==> config.mk <==
export PLATFORM = sky130hd
export DESIGN_NAME = pcss_front
export DESIGN_NICKNAME = d
export VERILOG_FILES = /design/src/hw/rtl/pcss_pkg.sv /design/src/hw/rtl/pcss_front.sv
export SDC_FILE = /design/constraint.sdc
export NUM_CORES = 1
export LEC_CHECK = 0
export ABC_AREA = 1
export CAP_MARGIN = 30
export CORE_ASPECT_RATIO = 1.2
export CORE_MARGIN = 8
export CORE_UTILIZATION = 50
export CTS_CLUSTER_DIAMETER = 80
export CTS_CLUSTER_SIZE = 12
export DETAILED_ROUTE_END_ITERATION = 7
export DONT_BUFFER_PORTS = 1
export SLEW_MARGIN = 5
export SYNTH_ARGS = -nofsm -noshare
export SYNTH_HDL_FRONTEND = slang
export SYNTH_SLANG_ARGS = --single-unit
==> constraint.sdc <==
create_clock -name clock -period 5 [get_ports clock]
set_input_delay 0.75 -clock clock [delete_from_list [all_inputs] [get_ports clock]]
set_output_delay 0.75 -clock clock [all_outputs]
set_load 0.005 [all_outputs]
==> src/hw/rtl/pcss_pkg.sv <==
// ----------------------------------------------------------------------------
// pcss_pkg
// Shared types and codes for the per-class packet statistics block.
// ----------------------------------------------------------------------------
package pcss_pkg;

   localparam logic [2:0] KIND_PACKET = 3'd0;
   localparam logic [2:0] KIND_TICK   = 3'd1;
   localparam logic [2:0] KIND_QUERY  = 3'd2;
   localparam logic [2:0] KIND_GADD   = 3'd3;
   localparam logic [2:0] KIND_GREAD  = 3'd4;

   localparam int unsigned REQ_DATA_W = 72;
   localparam int unsigned RSP_DATA_W = 184;

   // Decoded item handed from the front to the back.
   typedef struct packed {
      logic        is_pkt;
      logic        is_tick;
      logic        is_query;
      logic        is_gadd;
      logic        is_gread;
      logic [5:0]  item;
      logic [15:0] bit_size;
      logic        reliable;
      logic [5:0]  rank;
      logic [9:0]  position;
      logic [31:0] delta;
   } op_type;

   // One class entry as held in the class stores.
   typedef struct packed {
      logic [47:0] bits;
      logic [31:0] unrel;
      logic [31:0] rel;
   } cls_type;

   // Result fields apart from the swap count.
   typedef struct packed {
      logic        error;
      logic [31:0] graph_value;
      logic [47:0] bit_sum;
      logic [31:0] unrel_count;
      logic [31:0] rel_count;
      logic [5:0]  item_index;
      logic        found;
   } res_type;

endpackage

==> src/hw/rtl/pcss_front.sv <==
// ----------------------------------------------------------------------------
// pcss_front
// Accepts request beats, decodes the kind and queues the decoded items.
// ----------------------------------------------------------------------------
module pcss_front (
   input  logic                                 clock,
   input  logic                                 reset,
   input  logic                                 req_tvalid,
   output logic                                 req_tready,
   input  logic [pcss_pkg::REQ_DATA_W-1:0]      req_tdata,
   input  logic [2:0]                           req_tuser,
   output logic                                 q_valid,
   input  logic                                 q_ready,
   output pcss_pkg::op_type                     q_op
);
   import pcss_pkg::*;

   op_type     dec;
   op_type     ent_ff [2];
   logic       wr_ptr_ff, wr_ptr_in;
   logic       rd_ptr_ff, rd_ptr_in;
   logic [1:0] cnt_ff, cnt_in;
   logic       push, pop;

   always_comb begin
      dec          = '0;
      dec.item     = req_tdata[5:0];
      dec.bit_size = req_tdata[21:6];
      dec.reliable = req_tdata[22];
      dec.rank     = req_tdata[28:23];
      dec.position = req_tdata[38:29];
      dec.delta    = req_tdata[70:39];
      unique case (req_tuser)
         KIND_PACKET: dec.is_pkt   = 1'b1;
         KIND_TICK:   dec.is_tick  = 1'b1;
         KIND_QUERY:  dec.is_query = 1'b1;
         KIND_GADD:   dec.is_gadd  = 1'b1;
         KIND_GREAD:  dec.is_gread = 1'b1;
         default:     dec.is_pkt   = 1'b0;
      endcase
   end

   assign req_tready = (cnt_ff != 2'd2);
   assign push       = req_tvalid && req_tready;
   assign q_valid    = (cnt_ff != 2'd0);
   assign pop        = q_valid && q_ready;
   assign q_op       = ent_ff[rd_ptr_ff];

   always_comb begin
      wr_ptr_in = push ? ~wr_ptr_ff : wr_ptr_ff;
      rd_ptr_in = pop ? ~rd_ptr_ff : rd_ptr_ff;
      cnt_in    = cnt_ff + {1'b0, push} - {1'b0, pop};
   end

   always_ff @(posedge clock) begin
      if (reset) begin
         wr_ptr_ff <= 1'b0;
         rd_ptr_ff <= 1'b0;
         cnt_ff    <= 2'd0;
      end else begin
         wr_ptr_ff <= wr_ptr_in;
         rd_ptr_ff <= rd_ptr_in;
         cnt_ff    <= cnt_in;
      end
   end

   always_ff @(posedge clock) begin
      if (push) begin
         ent_ff[wr_ptr_ff] <= dec;
      end
   end

endmodule

==> Word-level counts from Yosys, hierarchy flattened <==
Memory sizes are Yosys's and may differ from the RTL's. A register that Yosys moved wholly into a read port is not among the register bits.
Index checks and enable logic that the tools add are counted.
{ "totals": {"reg_bits": 4, "ramBits": 152, "output_inout_bits": 78, "word_cells": 26, "mem_count": 1} }
{ "mem_list": {"columns": ["name", "depth", "width", "rd", "rd_ports_with_merged_regs", "wr", "line_no", "source"], "rows": [
  ["ent_ff", 2, 76, 1, 1, 1, "pcss_front.sv:19", "op_type ent_ff [2];"]
]} }
{ "classes": {"add_sub_neg": 2, "n_eq_ne": 5, "muxes": 9, "n_bitwise": 2, "n_reduce_logical": 4} }
{ "op_table": {"columns": ["cell", "n"], "rows": [
  ["$mux W1", 9],
  ["$eq A3 B2 Y1 const B", 2],
  ["$eq A3 B1 Y1 const B", 1],
  ["$eq A3 B3 Y1 const B", 1],
  ["$logic_not A3 Y1", 1],
  ["$add A2 B1 Y2", 1],
  ["$logic_and A1 B1 Y1", 2],
  ["$ne A2 B2 Y1 const B", 1],
  ["$not A1 Y1", 2],
  ["$reduce_bool A2 Y1", 1],
  ["$sub A2 B1 Y2", 1]
]} }

==> Depth between registers and ports, before layout <==
{ "depth": {"depth_word": 4, "mapped_depth": 11, "depth_no_buf": 11} }

==> Least setup slack after synthesis <==
Ideal clock, no wire load.
{ "synth_timing": {"path_kind": "input to register", "start": "input port req_tvalid", "end": "memory ent_ff[1][0] (netlist bit), enable pin", "setup_ns": 0.512, "arrival_ns": 4.079, "required_time_ns": 4.488, "path_slack_ns": 0.409, "stages": 2, "n_path_buf": 0, "path_cell_list": "nand2_1 > nor2_1"} }
{ "synth_via": {"elab_chain_len": 3} }
{ "synth_lines": {"columns": ["element", "line_no", "source"], "rows": [
  ["start, declared", "pcss_front.sv:8", "input logic req_tvalid,"],
  ["$logic_and A1 B1 Y1", "pcss_front.sv:44", "assign push = req_tvalid && req_tready;"],
  ["$mux W1", "pcss_front.sv:68", "if (push) begin"],
  ["$mux W1 (implied by the code)", "pcss_front.sv:69", "ent_ff[wr_ptr_ff] <= dec;"],
  ["end, declared", "pcss_front.sv:19", null]
]} }
Every way passes these cells.

==> results.py <==
metrics = {
    "status": {
        "status": "finished, final reports clean",
    },
    "clock_tree": {
        "cts.sink_count": 157,
        "cts-root-buf": "clkbuf_16",
        "cts_resized": 0,
        "postCtsSetupRepairBufs": 0,
        "cts_buffers": 17,
        "cts_tree": "done",
        "clkLatencyLatePin_ns": 0.40,
        "hold_buffers": 0,
        "path_clk_slew_ns": 0.06,
        "htreeDepth": 4,
        "clockBufferDepth": 2,
    },
    "timing": {
        "rsz0062_at_grt": "no",
        "fmax_mhz": 406,
        "period_needed_ns": 2.46,
        "timing.final.crit_share": 0.493,
        "tightest_slew_ns": 0.375,
        "setup_viol": 0,
        "clock-skew-final_ns": 0.00646,
        "relSlewSlack": 0.749,
        "tns_ns": 0,
        "hold_viol": 0,
        "slew_violations": 0,
    },
    "floorplanning": {
        "io-pin-count": 157,
        "placementRows": 43,
        "die-area_um2": 15600,
        "core-area_um2": 11600,
        "die_height_um": 135,
        "start_util": 0.511,
        "die_w_um": 115,
    },
    "layout": {
        "layout.nets": 376,
        "finalNonFillerCells": 465,
        "antenna_cells": 0,
        "area_delta_synth_final_pct": 13.4,
        "layout-drive-gt1-share": 0.360,
    },
    "grt": {
        "grt_use_met2": 0.211,
        "grt_pass1_wl_um": 14500,
        "grt_pass1_vias": 2607,
        "grt_overflow": 0,
        "grt_util_met1": 0.119,
        "met3_usage": 0.0902,
        "grt_busiest_layer": "met2",
        "antenna_found_initial": 0,
        "grt_max_degree": 60,
        "grt_use_total": 0.128,
    },
    "power": {
        "switchingPower_uw": 869,
        "power_frac_seq": 0.492,
        "power.share.clock": 0.323,
        "pwr-share-comb": 0.186,
        "p_leak_nw": 2.28,
        "power_density_nw_per_um2": 527,
        "sw_frac_of_total": 0.246,
        "p_int_mw": 2.66,
        "worst_ir_drop_vdd_mv": 0.280,
    },
    "logic_synthesis": {
        "synth_seq_cells": 157,
        "synth_fp_nets": 359,
        "syn-instance-count": 279,
        "synth_area_per_cell_um2": 21.2,
        "ys_types": 16,
        "syn_area_um2": 5910,
        "synth_warnings": 0,
        "ys_seq_area_frac": 0.789,
    },
    "setup_path": {
        "crit_arrival_ns": 1.71,
        "crit_buf_inv": 1,
        "worstSetupPathType": "register to output port",
        "worstSetupStartpointType": "register",
        "crit_fanout": 20,
        "critical_path.cell_chain": "buf_4 -> mux2_2",
        "cp-end-kind": "output port",
        "critPathSlowestCell": "dfxtp_4",
        "crit_family": "flip-flops",
        "cpPeakStageDelay_ns": 0.53,
        "required_ns": 4.25,
    },
    "detailed_routing": {
        "drtPass1Iterations": 4,
        "route.detailed.drc": 0,
        "vias": 2411,
        "drt_iter0_drc": 100,
        "drt-total-wl_um": 9890,
        "drtAntennaViolNets": 0,
        "wl_per_cell_um": 21.3,
        "via_per_inst": 5.18,
    },
    "run": {
        "drv_cap": 0,
    },
    "placed_design": {
        "io_buffer_count": 0,
        "hpwl_um": 6620,
        "dp_cells": 433,
        "gp_congestion": 0.673,
    },
    "min_path": {
        "hold_class": "input port to register",
    },
}
[cells in the mapped netlist]
cell / instances / area [um^2]
inv_1: 10 / 37.5
ha_1: 1 / 12.5
edfxtp_1: 152 / 4560
nor3b_1: 1 / 7.51
buf_2: 3 / 15.0
nor2_1: 9 / 33.8
buf_6: 4 / 45.0
xnor2_1: 1 / 8.76
a21oi_1: 2 / 10.0
nand3_1: 1 / 5.00
mux2_2: 36 / 405
nor3_1: 5 / 25.0
nand2_1: 8 / 30.0
buf_4: 1 / 7.51
mux2_4: 40 / 601
dfxtp_1: 5 / 100
[power by group through the flow]
stage,clock network [mW],logic (mW),registers (mW)
floorplan,0,0.538,1.75
finish,1.14,0.656,1.74
global placement,0,0.602,1.80
detailed placement,0,0.620,1.81
CTS,1.17,0.622,1.79
global route,1.22,0.713,1.76
[cells by family after synthesis]
logic type | share of synthesized area
multiplexers | 0.170
AND/OR/NAND/NOR | 0.0172
AO/OA/AOI/OAI | 0.00169
flip-flops | 0.789
adder cells (fa/ha/maj) | 0.00212
buffers and inverters | 0.0178
XOR/XNOR | 0.00148
[placed cells by master (no fill, tap or decap)]
master and n:
buf_4 1, inv_6 1, dfxtp_4 1, nor3b_1 1, clkinv_2 2, edfxtp_1 152
buf_12 4, clkinv_4 1, dfxtp_1 4, nor3_1 5, mux2_2 36, clkbuf_1 2
xnor2_1 1, clkinv_1 3, nand2_1 8, nand3_1 1, a21oi_1 2, mux2_4 40
ha_1 1, bufinv_16 1, buf_16 1, inv_1 10, clkinvlp_4 4, clkbuf_16 17
nor2_4 2, nor2_1 7
[through the flow]
step / hold WS [ns] / setup WS, ns / area (um^2) / utilization / total power [mW]
after floorplan: 0.467 / 0.409 / 5910 / - / 2.29
after global placement: 0.477 / 2.38 / 6100 / 0.528 / 2.41
after detailed placement: 0.497 / 2.38 / 6140 / 0.531 / 2.43
after CTS: 0.401 / 1.94 / 6680 / 0.577 / 3.58
after global routing: 0.401 / 2.44 / 6700 / 0.579 / 3.69
final: 0.421 / 2.54 / 6700 / 0.579 / 3.53
[final timing paths]
check                         start                 endpoint  slack (ns)  cells after the start
max                        register                 q_op[14]        2.54                      2
min                           reset     cnt_ff[0]$_SDFF_PP0_        0.42                      1
max reg2reg    cnt_ff[0]$_SDFF_PP0_  ent_ff[0][28]$_DFFE_PP_        3.02                      6
min reg2reg  rd_ptr_ff$_SDFFE_PP0P_                 register        0.51                      2
[state kept, by name, indices dropped and copies added, names as in the netlist, named ones only]
| register | cells |
|---|---|
| wr_ptr_ff | 1 |
| rd_ptr_ff | 1 |
| cnt_ff | 2 |
| ent_ff | 152 |
[area by class of cell]
type / count / area, um^2
fill: 883 / 4860
sequential: 157 / 4670
multi-input combinational: 104 / 1150
clock buffer: 19 / 433
tap: 157 / 196
timing repair buffer: 6 / 115
clock inverter: 12 / 98.8
inverter: 10 / 37.5
[worst reg2reg max path, stage by stage (launching register included)]
cell	delay, ns
dfxtp_1	0.36
inv_1	0.05
nand2_1	0.13
nand2_1	0.21
nor2_4	0.37
buf_12	0.24
buf_12	0.28
[per-layer routing]
layer,vias to the layer above,wire length [um]
li1,1106,-
met1,1199,3360
met2,100,5040
met3,6,1390
met4,0,97
met5,-,0
Power figures use the tool's default switching activity.
